==> src/rtl/klhd_pkg.sv <==
// ----------------------------------------------------------------------------
// klhd_pkg
// Types and constants shared by the modules of the key heat map block.
// ----------------------------------------------------------------------------
`default_nettype none

package klhd_pkg;

    localparam int KEY_IDX_W = 6;
    localparam int CHAN_W    = 8;
    localparam int COLOUR_W  = 3 * CHAN_W;
    localparam int IDLE_W    = 9;

    // Configuration as seen by the front and back parts.
    typedef struct packed {
        logic [CHAN_W-1:0] idle_delay;
        logic [CHAN_W-1:0] default_red;
        logic [CHAN_W-1:0] default_green;
        logic [CHAN_W-1:0] default_blue;
        logic [2:0]        heat_mask;
        logic [CHAN_W-1:0] heat_step;
        logic [CHAN_W-1:0] cool_step;
    } cfg_t;

    // One classified request waiting for the back part.
    typedef struct packed {
        logic                 cool;
        logic [KEY_IDX_W-1:0] key;
    } cmd_t;

endpackage

`default_nettype wire

==> src/rtl/klhd_ram.sv <==
// ----------------------------------------------------------------------------
// klhd_ram
// Generic single-write, single-read RAM with a registered read port.
// ----------------------------------------------------------------------------
`default_nettype none

module klhd_ram #(
    parameter int WIDTH = 24,
    parameter int DEPTH = 36,
    localparam int AW   = (DEPTH > 1) ? $clog2(DEPTH) : 1
) (
    input  wire logic             clk,
    input  wire logic             we,
    input  wire logic [AW-1:0]    waddr,
    input  wire logic [WIDTH-1:0] wdata,
    input  wire logic [AW-1:0]    raddr,
    output logic      [WIDTH-1:0] rdata
);

    logic [WIDTH-1:0] mem [DEPTH];
    logic [WIDTH-1:0] rdata_reg;

    always_ff @(posedge clk)
    begin
        if (we)
        begin
            mem[waddr] <= wdata;
        end
        rdata_reg <= mem[raddr];
    end

    assign rdata = rdata_reg;

endmodule

`default_nettype wire

==> src/rtl/klhd_front.sv <==
// ----------------------------------------------------------------------------
// klhd_front
// Accepts requests, maps characters to keys, and keeps the idle tick count.
// ----------------------------------------------------------------------------
`default_nettype none

module klhd_front #(
    parameter int NUM_KEYS = 36
) (
    input  wire logic                          clk,
    input  wire logic                          rst_n,
    input  wire logic                          start,
    input  wire logic                          operation,
    input  wire logic [7:0]                    char_code,
    input  wire logic [klhd_pkg::CHAN_W-1:0]   idle_delay,
    input  wire logic                          full,
    output logic                               busy,
    output logic                               push,
    output klhd_pkg::cmd_t                     push_data
);

    localparam logic       OP_CHAR  = 1'b0;
    localparam logic       OP_TICK  = 1'b1;
    localparam logic [7:0] CHAR_D0  = 8'h30;
    localparam logic [7:0] CHAR_D9  = 8'h39;
    localparam logic [7:0] CHAR_UA  = 8'h41;
    localparam logic [7:0] CHAR_UZ  = 8'h5A;
    localparam logic [7:0] CHAR_LA  = 8'h61;
    localparam logic [7:0] CHAR_LZ  = 8'h7A;
    localparam logic [7:0] LETTER_BASE = 8'd10;
    localparam logic [klhd_pkg::KEY_IDX_W:0] KEY_LIMIT = (klhd_pkg::KEY_IDX_W + 1)'(NUM_KEYS);
    localparam logic [klhd_pkg::IDLE_W-1:0]  IDLE_MAX  = '1;

    logic [klhd_pkg::IDLE_W-1:0]    idle_reg;
    logic [klhd_pkg::IDLE_W-1:0]    idle_next;
    logic [klhd_pkg::IDLE_W-1:0]    idle_inc;
    logic                           accept;
    logic                           is_char;
    logic [7:0]                     raw_key;
    logic [klhd_pkg::KEY_IDX_W-1:0] key;
    logic                           key_ok;
    logic                           cool_go;

    assign busy   = full;
    assign accept = start && !full;

    // Map the character to a key; anything else is not a key.
    always_comb
    begin
        is_char = 1'b1;
        raw_key = 8'd0;
        if (char_code >= CHAR_D0 && char_code <= CHAR_D9)
        begin
            raw_key = char_code - CHAR_D0;
        end
        else if (char_code >= CHAR_UA && char_code <= CHAR_UZ)
        begin
            raw_key = char_code - CHAR_UA + LETTER_BASE;
        end
        else if (char_code >= CHAR_LA && char_code <= CHAR_LZ)
        begin
            raw_key = char_code - CHAR_LA + LETTER_BASE;
        end
        else
        begin
            is_char = 1'b0;
        end
    end

    assign key    = raw_key[klhd_pkg::KEY_IDX_W-1:0];
    assign key_ok = is_char && ({1'b0, key} < KEY_LIMIT);

    assign idle_inc = (idle_reg == IDLE_MAX) ? idle_reg : idle_reg + 1'b1;
    assign cool_go  = idle_inc > {1'b0, idle_delay};

    always_comb
    begin
        idle_next      = idle_reg;
        push           = 1'b0;
        push_data.cool = (operation == OP_TICK);
        push_data.key  = key;
        if (accept)
        begin
            if (operation == OP_TICK)
            begin
                idle_next = idle_inc;
                push      = cool_go;
            end
            else if (operation == OP_CHAR && key_ok)
            begin
                idle_next = '0;
                push      = 1'b1;
            end
        end
    end

    always_ff @(posedge clk or negedge rst_n)
    begin
        if (!rst_n)
        begin
            idle_reg <= '0;
        end
        else
        begin
            idle_reg <= idle_next;
        end
    end

endmodule

`default_nettype wire

==> src/rtl/klhd_queue.sv <==
// ----------------------------------------------------------------------------
// klhd_queue
// Two-entry request queue between the front and back parts.
// ----------------------------------------------------------------------------
`default_nettype none

module klhd_queue (
    input  wire logic           clk,
    input  wire logic           rst_n,
    input  wire logic           push,
    input  klhd_pkg::cmd_t      push_data,
    input  wire logic           pop,
    output klhd_pkg::cmd_t      pop_data,
    output logic                empty,
    output logic                full
);

    localparam int DEPTH = 2;
    localparam int PW    = $clog2(DEPTH);

    klhd_pkg::cmd_t   slot_reg [DEPTH];
    logic [PW-1:0]    head_reg;
    logic [PW-1:0]    head_next;
    logic [PW-1:0]    tail_reg;
    logic [PW-1:0]    tail_next;
    logic [PW:0]      count_reg;
    logic [PW:0]      count_next;
    logic             do_push;
    logic             do_pop;

    assign empty    = (count_reg == '0);
    assign full     = (count_reg == (PW + 1)'(DEPTH));
    assign do_push  = push && !full;
    assign do_pop   = pop && !empty;
    assign pop_data = slot_reg[head_reg];

    always_comb
    begin
        head_next  = do_pop ? head_reg + 1'b1 : head_reg;
        tail_next  = do_push ? tail_reg + 1'b1 : tail_reg;
        count_next = count_reg;
        if (do_push && !do_pop)
        begin
            count_next = count_reg + 1'b1;
        end
        else if (do_pop && !do_push)
        begin
            count_next = count_reg - 1'b1;
        end
    end

    always_ff @(posedge clk)
    begin
        if (do_push)
        begin
            slot_reg[tail_reg] <= push_data;
        end
    end

    always_ff @(posedge clk or negedge rst_n)
    begin
        if (!rst_n)
        begin
            head_reg  <= '0;
            tail_reg  <= '0;
            count_reg <= '0;
        end
        else
        begin
            head_reg  <= head_next;
            tail_reg  <= tail_next;
            count_reg <= count_next;
        end
    end

endmodule

`default_nettype wire

==> src/rtl/klhd_back.sv <==
// ----------------------------------------------------------------------------
// klhd_back
// Carries out heat and cool requests on the colour memory and drives results.
// ----------------------------------------------------------------------------
`default_nettype none

module klhd_back #(
    parameter int NUM_KEYS = 36
) (
    input  wire logic                                clk,
    input  wire logic                                rst_n,
    input  klhd_pkg::cfg_t                           cfg,
    input  klhd_pkg::cmd_t                           cmd,
    input  wire logic                                empty,
    output logic                                     pop,
    output logic                                     strobe,
    output logic [klhd_pkg::KEY_IDX_W-1:0]           key_index,
    output logic [klhd_pkg::CHAN_W-1:0]              red,
    output logic [klhd_pkg::CHAN_W-1:0]              green,
    output logic [klhd_pkg::CHAN_W-1:0]              blue,
    output logic                                     last_of_run
);

    localparam int          KEY_AW   = (NUM_KEYS > 1) ? $clog2(NUM_KEYS) : 1;
    localparam logic [KEY_AW-1:0] LAST_KEY = KEY_AW'(NUM_KEYS - 1);
    localparam logic        S_IDLE   = 1'b0;
    localparam logic        S_RUN    = 1'b1;

    logic                               state_reg;
    logic                               state_next;
    logic [KEY_AW-1:0]                  cur_key_reg;
    logic [KEY_AW-1:0]                  cur_key_next;
    logic                               cur_cool_reg;
    logic                               cur_cool_next;
    logic [NUM_KEYS-1:0]                valid_reg;
    logic                               rd_valid_reg;
    logic [KEY_AW-1:0]                  rd_addr;
    logic [klhd_pkg::COLOUR_W-1:0]      rdata;
    logic [klhd_pkg::COLOUR_W-1:0]      old_colour;
    logic [klhd_pkg::COLOUR_W-1:0]      new_colour;
    logic                               we;
    logic                               last_key;
    logic                               strobe_reg;
    logic [klhd_pkg::KEY_IDX_W-1:0]     key_index_reg;
    logic [klhd_pkg::COLOUR_W-1:0]      colour_reg;
    logic                               last_reg;

    function automatic logic [7:0] heat_chan(input logic [7:0] v, input logic drop,
                                             input logic raise, input logic [7:0] step);
        logic [7:0] low;
        logic [8:0] sum;
        low = drop ? ((v > step) ? v - step : 8'd0) : v;
        sum = {1'b0, low} + {1'b0, step};
        if (raise)
        begin
            heat_chan = sum[8] ? 8'hFF : sum[7:0];
        end
        else
        begin
            heat_chan = low;
        end
    endfunction

    function automatic logic [7:0] cool_chan(input logic [7:0] v, input logic [7:0] d,
                                             input logic [7:0] step);
        logic [8:0] up;
        logic [8:0] lim;
        up  = {1'b0, v} + {1'b0, step};
        lim = {1'b0, d} + {1'b0, step};
        if (v <= d)
        begin
            cool_chan = (up > {1'b0, d}) ? d : up[7:0];
        end
        else
        begin
            cool_chan = ({1'b0, v} < lim) ? d : v - step;
        end
    endfunction

    klhd_ram #(
        .WIDTH (klhd_pkg::COLOUR_W),
        .DEPTH (NUM_KEYS)
    ) u_klhd_ram (
        .clk   (clk),
        .we    (we),
        .waddr (cur_key_reg),
        .wdata (new_colour),
        .raddr (rd_addr),
        .rdata (rdata)
    );

    assign last_key   = (cur_key_reg == LAST_KEY);
    assign we         = (state_reg == S_RUN);
    // An entry never written since reset reads as zero through its valid bit.
    assign old_colour = rd_valid_reg ? rdata : '0;

    always_comb
    begin
        if (cur_cool_reg)
        begin
            new_colour = {cool_chan(old_colour[23:16], cfg.default_red,   cfg.cool_step),
                          cool_chan(old_colour[15:8],  cfg.default_green, cfg.cool_step),
                          cool_chan(old_colour[7:0],   cfg.default_blue,  cfg.cool_step)};
        end
        else
        begin
            new_colour = {heat_chan(old_colour[23:16], cfg.default_red != 8'd0,
                                    cfg.heat_mask[2], cfg.heat_step),
                          heat_chan(old_colour[15:8], cfg.default_green != 8'd0,
                                    cfg.heat_mask[1], cfg.heat_step),
                          heat_chan(old_colour[7:0], cfg.default_blue != 8'd0,
                                    cfg.heat_mask[0], cfg.heat_step)};
        end
    end

    // The read for the next key is issued while the current key is written.
    always_comb
    begin
        state_next    = state_reg;
        cur_key_next  = cur_key_reg;
        cur_cool_next = cur_cool_reg;
        rd_addr       = cur_key_reg;
        pop           = 1'b0;
        case (state_reg)
            S_IDLE:
            begin
                if (!empty)
                begin
                    pop           = 1'b1;
                    state_next    = S_RUN;
                    cur_cool_next = cmd.cool;
                    cur_key_next  = cmd.cool ? '0 : cmd.key[KEY_AW-1:0];
                    rd_addr       = cur_key_next;
                end
            end
            S_RUN:
            begin
                if (cur_cool_reg && !last_key)
                begin
                    cur_key_next = cur_key_reg + 1'b1;
                    rd_addr      = cur_key_next;
                end
                else
                begin
                    state_next = S_IDLE;
                end
            end
            default:
            begin
                state_next = S_IDLE;
            end
        endcase
    end

    always_ff @(posedge clk)
    begin
        key_index_reg <= klhd_pkg::KEY_IDX_W'(cur_key_reg);
        colour_reg    <= new_colour;
        last_reg      <= !cur_cool_reg || last_key;
    end

    always_ff @(posedge clk or negedge rst_n)
    begin
        if (!rst_n)
        begin
            state_reg    <= S_IDLE;
            cur_key_reg  <= '0;
            cur_cool_reg <= 1'b0;
            valid_reg    <= '0;
            rd_valid_reg <= 1'b0;
            strobe_reg   <= 1'b0;
        end
        else
        begin
            state_reg    <= state_next;
            cur_key_reg  <= cur_key_next;
            cur_cool_reg <= cur_cool_next;
            rd_valid_reg <= valid_reg[rd_addr];
            strobe_reg   <= we;
            if (we)
            begin
                valid_reg[cur_key_reg] <= 1'b1;
            end
        end
    end

    assign strobe      = strobe_reg;
    assign key_index   = key_index_reg;
    assign red         = colour_reg[23:16];
    assign green       = colour_reg[15:8];
    assign blue        = colour_reg[7:0];
    assign last_of_run = last_reg;

endmodule

`default_nettype wire

==> src/rtl/key_led_heat_decay.sv <==
// ----------------------------------------------------------------------------
// key_led_heat_decay
// Per-key RGB heat map: key presses heat a key, idle ticks cool all keys.
// ----------------------------------------------------------------------------
// A request is taken at a rising edge where start is high and busy is low.
// With operation low, char_code names a key ('0'-'9', 'A'-'Z', 'a'-'z');
// any other byte is dropped without a result. With operation high, the
// request is one idle tick; once the idle count exceeds idle_delay, every
// key moves one cool_step toward the default colour and is reported.
// Results appear for one cycle each, marked by strobe; last_of_run flags
// the final report of a request. The receiver cannot stall the block.
// A key press gives its single result after the queue, the colour memory read
// and the result registers. A cooling tick takes the same path and reports
// keys 0 to NUM_KEYS-1 in consecutive cycles, one colour memory read and
// write per key per cycle, once the idle state has popped it and started
// the sweep. Up to two requests wait in a queue; busy is high while it is
// full. Reset clears the idle count, the queue and the per-key valid bits,
// so all keys read back as zero, and loads the register defaults. The user
// must write registers over the APB port only while the block is idle;
// the block itself does not enforce this.
// ----------------------------------------------------------------------------
`default_nettype none

module key_led_heat_decay #(
    parameter int NUM_KEYS = 36
) (
    input  wire logic                            clk,
    input  wire logic                            rst_n,
    // Request channel.
    input  wire logic                            start,
    output logic                                 busy,
    input  wire logic                            operation,
    input  wire logic [7:0]                      char_code,
    // Result channel.
    output logic                                 strobe,
    output logic [klhd_pkg::KEY_IDX_W-1:0]       key_index,
    output logic [klhd_pkg::CHAN_W-1:0]          red,
    output logic [klhd_pkg::CHAN_W-1:0]          green,
    output logic [klhd_pkg::CHAN_W-1:0]          blue,
    output logic                                 last_of_run,
    // Configuration port.
    input  wire logic                            psel,
    input  wire logic                            penable,
    input  wire logic                            pwrite,
    input  wire logic [4:0]                      paddr,
    input  wire logic [31:0]                     pwdata,
    output logic [31:0]                          prdata,
    output logic                                 pready
);

    // Register indexes; register i lives at byte address 4*i.
    localparam logic [2:0] REG_IDLE_DELAY    = 3'd0;
    localparam logic [2:0] REG_DEFAULT_RED   = 3'd1;
    localparam logic [2:0] REG_DEFAULT_GREEN = 3'd2;
    localparam logic [2:0] REG_DEFAULT_BLUE  = 3'd3;
    localparam logic [2:0] REG_HEAT_MASK     = 3'd4;
    localparam logic [2:0] REG_HEAT_STEP     = 3'd5;
    localparam logic [2:0] REG_COOL_STEP     = 3'd6;

    klhd_pkg::cfg_t cfg_reg;
    klhd_pkg::cmd_t push_data;
    klhd_pkg::cmd_t pop_data;
    logic           cfg_write;
    logic [2:0]     reg_index;
    logic           push;
    logic           pop;
    logic           empty;
    logic           full;

    assign pready    = 1'b1;
    assign reg_index = paddr[4:2];
    assign cfg_write = psel && penable && pwrite && pready;

    // Register file. A write to an index past the list has no effect.
    always_ff @(posedge clk or negedge rst_n)
    begin
        if (!rst_n)
        begin
            cfg_reg.idle_delay    <= 8'd2;
            cfg_reg.default_red   <= 8'd0;
            cfg_reg.default_green <= 8'd0;
            cfg_reg.default_blue  <= 8'd0;
            cfg_reg.heat_mask     <= 3'd4;
            cfg_reg.heat_step     <= 8'd16;
            cfg_reg.cool_step     <= 8'd4;
        end
        else if (cfg_write)
        begin
            case (reg_index)
                REG_IDLE_DELAY:    cfg_reg.idle_delay    <= pwdata[7:0];
                REG_DEFAULT_RED:   cfg_reg.default_red   <= pwdata[7:0];
                REG_DEFAULT_GREEN: cfg_reg.default_green <= pwdata[7:0];
                REG_DEFAULT_BLUE:  cfg_reg.default_blue  <= pwdata[7:0];
                REG_HEAT_MASK:     cfg_reg.heat_mask     <= pwdata[2:0];
                REG_HEAT_STEP:     cfg_reg.heat_step     <= pwdata[7:0];
                REG_COOL_STEP:     cfg_reg.cool_step     <= pwdata[7:0];
                default:           ;
            endcase
        end
    end

    // Read data is returned combinationally during the access cycle.
    always_comb
    begin
        case (reg_index)
            REG_IDLE_DELAY:    prdata = {24'd0, cfg_reg.idle_delay};
            REG_DEFAULT_RED:   prdata = {24'd0, cfg_reg.default_red};
            REG_DEFAULT_GREEN: prdata = {24'd0, cfg_reg.default_green};
            REG_DEFAULT_BLUE:  prdata = {24'd0, cfg_reg.default_blue};
            REG_HEAT_MASK:     prdata = {29'd0, cfg_reg.heat_mask};
            REG_HEAT_STEP:     prdata = {24'd0, cfg_reg.heat_step};
            REG_COOL_STEP:     prdata = {24'd0, cfg_reg.cool_step};
            default:           prdata = 32'd0;
        endcase
    end

    // The front classifies each request and tracks idle time; only requests
    // that produce results reach the queue.
    klhd_front #(
        .NUM_KEYS (NUM_KEYS)
    ) u_klhd_front (
        .clk        (clk),
        .rst_n      (rst_n),
        .start      (start),
        .operation  (operation),
        .char_code  (char_code),
        .idle_delay (cfg_reg.idle_delay),
        .full       (full),
        .busy       (busy),
        .push       (push),
        .push_data  (push_data)
    );

    klhd_queue u_klhd_queue (
        .clk       (clk),
        .rst_n     (rst_n),
        .push      (push),
        .push_data (push_data),
        .pop       (pop),
        .pop_data  (pop_data),
        .empty     (empty),
        .full      (full)
    );

    // The back side owns the colour memory and the result registers.
    klhd_back #(
        .NUM_KEYS (NUM_KEYS)
    ) u_klhd_back (
        .clk         (clk),
        .rst_n       (rst_n),
        .cfg         (cfg_reg),
        .cmd         (pop_data),
        .empty       (empty),
        .pop         (pop),
        .strobe      (strobe),
        .key_index   (key_index),
        .red         (red),
        .green       (green),
        .blue        (blue),
        .last_of_run (last_of_run)
    );

endmodule

`default_nettype wire

==> config.mk <==
export PLATFORM = sky130hd
export DESIGN_NAME = key_led_heat_decay
export DESIGN_NICKNAME = d
export VERILOG_FILES = /design/src/rtl/klhd_pkg.sv /design/src/rtl/klhd_ram.sv /design/src/rtl/klhd_front.sv /design/src/rtl/klhd_queue.sv /design/src/rtl/klhd_back.sv /design/src/rtl/key_led_heat_decay.sv
export SDC_FILE = /design/constraint.sdc
export NUM_CORES = 2
export LEC_CHECK = 0
export BUFFER_PORTS_ARGS = -buffer_cell sky130_fd_sc_hd__buf_4
export CAP_MARGIN = 20
export CORE_MARGIN = 4
export CORE_UTILIZATION = 40
export DETAILED_ROUTE_END_ITERATION = 10
export HOLD_SLACK_MARGIN = 0.05
export SETUP_SLACK_MARGIN = 0.3
export SLEW_MARGIN = 20
export SYNTH_ARGS = -nofsm -noshare
export SYNTH_HDL_FRONTEND = slang
export SYNTH_SLANG_ARGS = --single-unit
==> constraint.sdc <==
create_clock -name clk -period 8.6 [get_ports clk]
set_input_delay 0.86 -clock clk [delete_from_list [all_inputs] [get_ports clk]]
set_output_delay 0.86 -clock clk [all_outputs]
set_load 0.1 [all_outputs]
# ---- After elaboration in Yosys (flattened, before gate mapping)
# Memory sizes are Yosys's and may differ from the RTL's. A register that Yosys moved wholly into a read port is not among the register bits.
# Index checks and enable logic that the tools add are counted.
dict set report op_classes {
  add_sub_neg 26
  n_reduce_logical 37
  n_div 0
  order_cmp 23
  shift 0
  muxes 54
  n_eq_ne 9
  mul 0
  bitwise_logic 4
}
# operator count
set op_table {}
lappend op_table {{8-bit 2-to-1 mux} 21}
lappend op_table {{8-bit by 8-bit adder with 9-bit output} 9}
lappend op_table {{8-bit case mux with 7 select lines} 1}
lappend op_table {{24-bit 2-to-1 mux} 2}
lappend op_table {{8-bit subtractor} 6}
lappend op_table {{9-bit by 8-bit greater-than comparator with 1-bit output} 4}
lappend op_table {{6-bit 2-to-1 mux} 6}
lappend op_table {{36-bit bitwise OR} 1}
lappend op_table {{8-bit by 9-bit less-than comparator with 1-bit output} 3}
lappend op_table {{9-bit 2-to-1 mux} 3}
lappend op_table {{8-bit greater-than comparator} 3}
lappend op_table {{8-bit less-or-equal comparator} 3}
lappend op_table {{8-bit nonzero test} 3}
lappend op_table {{2-bit AND reduction} 9}
lappend op_table {{8-bit by 7-bit >= comparator with 1-bit output (second input constant)} 2}
lappend op_table {{8-bit by 7-bit less-or-equal comparator with 1-bit output (second input constant)} 2}
lappend op_table {{1-bit 2-to-1 mux} 15}
lappend op_table {{1-bit logical AND} 14}
lappend op_table {{6-bit by 7-bit less-than comparator with 1-bit output (second input constant)} 2}
lappend op_table {{6-bit by 4-bit adder with 6-bit output (second input constant)} 2}
lappend op_table {{6-bit case mux with 2 select lines} 1}
lappend op_table {{6-bit subtractor (second input constant)} 2}
lappend op_table {{9-bit by 1-bit adder with 9-bit output (second input constant)} 1}
lappend op_table {{3-bit equality test (second input constant)} 3}
lappend op_table {{other kinds (24)} 35}
dict set report word_totals {
  latch_bits 0
  romBits 0
  reg_bits 141
  mem_bits_rw 878
  mem_count 2
  output_inout_bits 66
}
# name depth width rd rd_clocked_by_memory_dff write_ports line
set mem_list {}
lappend mem_list {u_klhd_back.u_klhd_ram.mem 36 24 1 1 1 klhd_ram.sv:20} ;# logic [WIDTH-1:0] mem [DEPTH];
lappend mem_list {u_klhd_queue.slot_reg 2 7 1 0 1 klhd_queue.sv:21} ;# klhd_pkg::cmd_t slot_reg [DEPTH];

# ---- Longest topological paths before layout
dict set report logic_depth {
  depth_word 16
  ltp_mapped 24
}

# ---- Cells and area by module
# From an unflattened synthesis, not the netlist that was laid out.
dict set report hier_totals {
  hier_cells 3585
  hier_area_um2 50091.8
}
# mod seq_area_each_um2 cells_each area_per_inst_um2 n_inst
set by_module_without_submodules {}
lappend by_module_without_submodules {klhd_ram 26425.3 1776 34302.9 1}
lappend by_module_without_submodules {klhd_back 1771.7 1391 10993.0 1}
lappend by_module_without_submodules {key_led_heat_decay 1281.2 209 2677.6 1}
lappend by_module_without_submodules {klhd_front 225.2 168 1415.1 1}
lappend by_module_without_submodules {klhd_queue 520.5 41 703.2 1}

# ---- Worst setup path before layout
# OpenSTA, ideal clock, no wires.
dict set report synth_path {
  kind {reg-to-reg}
  startpoint {register u_klhd_back.rd_valid_reg}
  endpoint {memory u_klhd_back.u_klhd_ram.mem[0][0] (data pin)}
  synth_period_minus_slack_ns 6.221
  path_buffers 4
  path_stages_with_launch 22
  path_slack_ns 2.379
  arrival_time_ns 5.729
  setup_time_ns 0.492
  path_cell_list {dfrtp_1 buf_4 buf_4 clkbuf_1 clkbuf_1 and2_1 ha_1 or2_2 a21oi_1 a211oi_1 o21a_1 o21bai_1 o22ai_1 a21o_1 ha_1 a21oi_1 o21bai_1 a21o_1 a21oi_1 o21ai_1 o21ai_0 o21ai_0}
}
dict set report synth_between {
  elab_chain_cells 8
  word_cells_on_any_way 17
  cone_classes {add/sub (4); order compare (4); mux (9)}
}
# element line
set synth_lines {}
lappend synth_lines {{from (decl)} klhd_back.sv:36} ;# logic rd_valid_reg;
lappend synth_lines {{from (signal assigned)} klhd_back.sv:178} ;# rd_valid_reg <= valid_reg[rd_addr];
lappend synth_lines {{24-bit 2-to-1 mux (*)} klhd_back.sv:95} ;# assign old_colour = rd_valid_reg ? rdata : '0;
lappend synth_lines {{8-bit subtractor or 8-bit greater-than comparator (tied branches)} klhd_back.sv:52} ;# low = drop ? ((v > step) ? v - step : 8'd0) : v;
lappend synth_lines {{8-bit 2-to-1 mux (2 in series)} klhd_back.sv:52}
lappend synth_lines {{8-bit by 8-bit adder with 9-bit output} klhd_back.sv:53} ;# sum = {1'b0, low} + {1'b0, step};
lappend synth_lines {{8-bit 2-to-1 mux} klhd_back.sv:56} ;# heat_chan = sum[8] ? 8'hFF : sum[7:0];
lappend synth_lines {{8-bit 2-to-1 mux} klhd_back.sv:54} ;# if (raise)
lappend synth_lines {{24-bit 2-to-1 mux (*)} klhd_back.sv:99} ;# if (cur_cool_reg)
lappend synth_lines {{via u_klhd_back.new_colour (one bit)} klhd_back.sv:40} ;# logic [klhd_pkg::COLOUR_W-1:0] new_colour;
lappend synth_lines {{to (decl)} klhd_ram.sv:20}
# The timed path passes the listed nets; every way through them passes the cells marked *.

# ---- Worst setup path after layout
dict set report layout_path {
  startpoint {register u_klhd_back.rd_valid_reg}
  endpoint {memory u_klhd_back.u_klhd_ram.mem[5][2] (data pin)}
}
# Same word-level chain as after synthesis.

==> flow_metrics.tcl <==
set metrics [dict create \
    cts_hold_buf 0 \
    cts.clk_slew.worst_paths_ns 0.06 \
    finalSetupViolCount 0 \
    cts_tree "done" \
    setup.worst_path.class "reg -> reg" \
    die_x_um 359 \
    crit_path_start_kind "flop" \
    fill_cells 11100 \
    ys.flop_type "edfxtp_1" \
    grt_max_degree 190 \
    routed_wl_mm 142 \
    netlist_instances 4449 \
    dr.pass1.iters 5 \
    yosys-top-cells-count "nand2_1 (1178), edfxtp_1 (878), nand3_1 (327)" \
    timing.final.crit_period_ns 6.65 \
    relSlewSlack_pct 22.9 \
    synth-edff-count 878 \
    grt_pass1_wl_mm 211 \
    post-route-period-util_pct 77.4 \
    drv_cap 0 \
    num_rows 128 \
    cts_buffers 106 \
    h-tree-depth 3 \
    reg2reg_slack_ns 1.95 \
    remaining_drc_errors 0 \
    pin_count 118 \
    diodes 0 \
    multiInputGateArea_um2 17900 \
    vias 34700 \
    drive_gt1_share_pct 10.6 \
    grt_antenna_before_repair 3 \
    place_hpwl_mm 84.2 \
    clock_latency_ns 0.70 \
    finalMaxSlewViolations 0 \
    yosysUniqueCellTypes 98 \
    synth.largest_area_cell "edfxtp_1" \
    dieArea_um2 129000 \
    largest_register_ffs 864 \
    final-hold-violation-count 0 \
    synthTopCellsByArea "edfxtp_1 (54%), nand2_1 (9.0%), dfrtp_1 (5.4%), ha_1 (4.8%), nand3_1 (3.3%)" \
    core_area_um2 122000 \
    crit_required_ns 8.91 \
    initial_utilization_pct 40.4 \
    routedWlPerCell_um 23.0 \
    grt_usage_pct 21.4 \
    rsz0062_at_grt "no" \
    synthArstFlopShare_pct 10.5 \
    gp_congestion 0.901 \
    clock_skew_ns 0.0368 \
    r2r_start "u_klhd_back.rd_valid_reg" \
    worstSetupStartpoint "u_klhd_back.rd_valid_reg" \
    grt_overflow 0 \
    netlist_area_um2 49300 \
    routed_via_density 5.62 \
    synth_seq_cells 1043 \
    synth_top_area_share_pct 53.5 \
    grt_pass1_vias 33200 \
    hold_path_class "in -> async" \
    clock.fmax_ghz 0.150 \
    drt-initial-drc-count 3803 \
    cts.sinks 1043 \
    postCtsSetupBuffers 0 \
    io_buffer_count 66 \
    synth_most_common_cell "nand2_1" \
    cts.path.max_buffers 3 \
    ys_seq_area_share_pct 61.3 \
    seqCellArea_um2 30200 \
    ant_nets 0 \
    final.setup.tns_ns 0 \
    area_growth_pct 13.4 \
    syn-mean-instance-area_um2 11.1 \
    clock_tree.root_cell "clkbuf_16" \
    worst_pin_slew_ns 1.16 \
    critPathMaxFanout 37 \
    status "finished, final reports clean" \
    r2r_end "u_klhd_back.u_klhd_ram.mem[5][2]" \
    fin_nets 4711 \
    yosysWarnings 0 \
    reg2reg_depth 18 \
    die_y_um 359 \
    cp-end-kind "flop" \
    arrival_ns 6.97 \
    ctsResizeCount 0 \
]
worst max-delay path: stages (launching register included):
cell and delay (ns):
dfrtp_1 0.74, buf_4 0.44, and2_1 0.45, ha_1 0.36, or2_2 0.30, a21oi_1 0.18, a211oi_1 0.09, o21a_1 0.19
o21bai_1 0.50, o22ai_1 0.21, a21o_1 0.22, ha_1 0.32, a21oi_1 0.08, o21bai_1 0.20, a21o_1 0.15, a21oi_1 0.09
o21ai_1 0.48, o21ai_0 0.28, o21ai_4 0.95
metrics by stage:
step / cell area (um^2) / cells / hold WS (ns) / utilization, % / worst slack [ns]
finish: 55900 / 6180 / 0.196 / 45.8 / 1.95
global route: 55900 / 6180 / 0.201 / 45.8 / 1.52
CTS: 55300 / 6159 / 0.167 / 45.3 / 2.05
detailed placement: 51800 / 5961 / 0.453 / 42.4 / 2.05
global placement: 51600 / 5955 / 0.451 / 42.3 / 2.19
floorplan: 49400 / 4472 / 0.342 / - / 2.38
cells in the final DEF, fill, tap and decap left out, types with 26 or more instances in the layout:
cell	count
a21o_1	28
a21oi_1	222
a221oi_1	45
a22oi_1	31
a31oi_1	38
and2_1	29
buf_4	112
clkbuf_16	111
dfrtp_1	106
dfxtp_1	55
edfxtp_1	878
ha_1	188
inv_1	129
nand2_1	1178
nand3_1	327
nand4_1	47
nor2_1	115
nor2_4	27
o21a_1	26
o21ai_0	115
o221ai_1	30
o31ai_1	40
or2_2	42
xnor2_1	74
xor2_1	33
per-layer routing:
metal / wire [um] / global-route usage, %
met5: 0 / 0
met4: 3730 / 5.91
met3: 10300 / 3.13
met2: 66600 / 34.8
met1: 61400 / 29.9
worst max path at each step:
stage,end,slack [ns]
floorplan,u_klhd_back.u_klhd_ram.mem[0][0],2.38
global placement,u_klhd_back.u_klhd_ram.mem[29][2],2.19
detailed placement,u_klhd_back.u_klhd_ram.mem[16][2],2.05
CTS,u_klhd_back.u_klhd_ram.mem[5][2],2.05
global route,u_klhd_back.u_klhd_ram.mem[15][2],1.52
finish,u_klhd_back.u_klhd_ram.mem[5][2],1.95
cell families after synthesis:
group / Yosys count / synth area share (%)
mux: 36 / 0.922
fa+ha+maj: 203 / 5.20
xor+xnor: 107 / 1.90
flops: 1043 / 61.3
buf+inv: 393 / 3.61
simple gates: 1880 / 16.3
other cells: 2 / 0.0152
compound gates: 785 / 10.7
area by class of cell:
type	count	area share, %
Sequential cell	1043	54.1
Multi-Input combinational cell	3036	32.0
Clock buffer	149	5.46
Tap cell	1625	3.64
Timing Repair Buffer	144	2.99
Inverter	134	0.923
Clock inverter	49	0.878
Power is left out: the tool's default activity adds up to more than one toggle a clock period on the data nets, which glitch-free logic cannot reach.
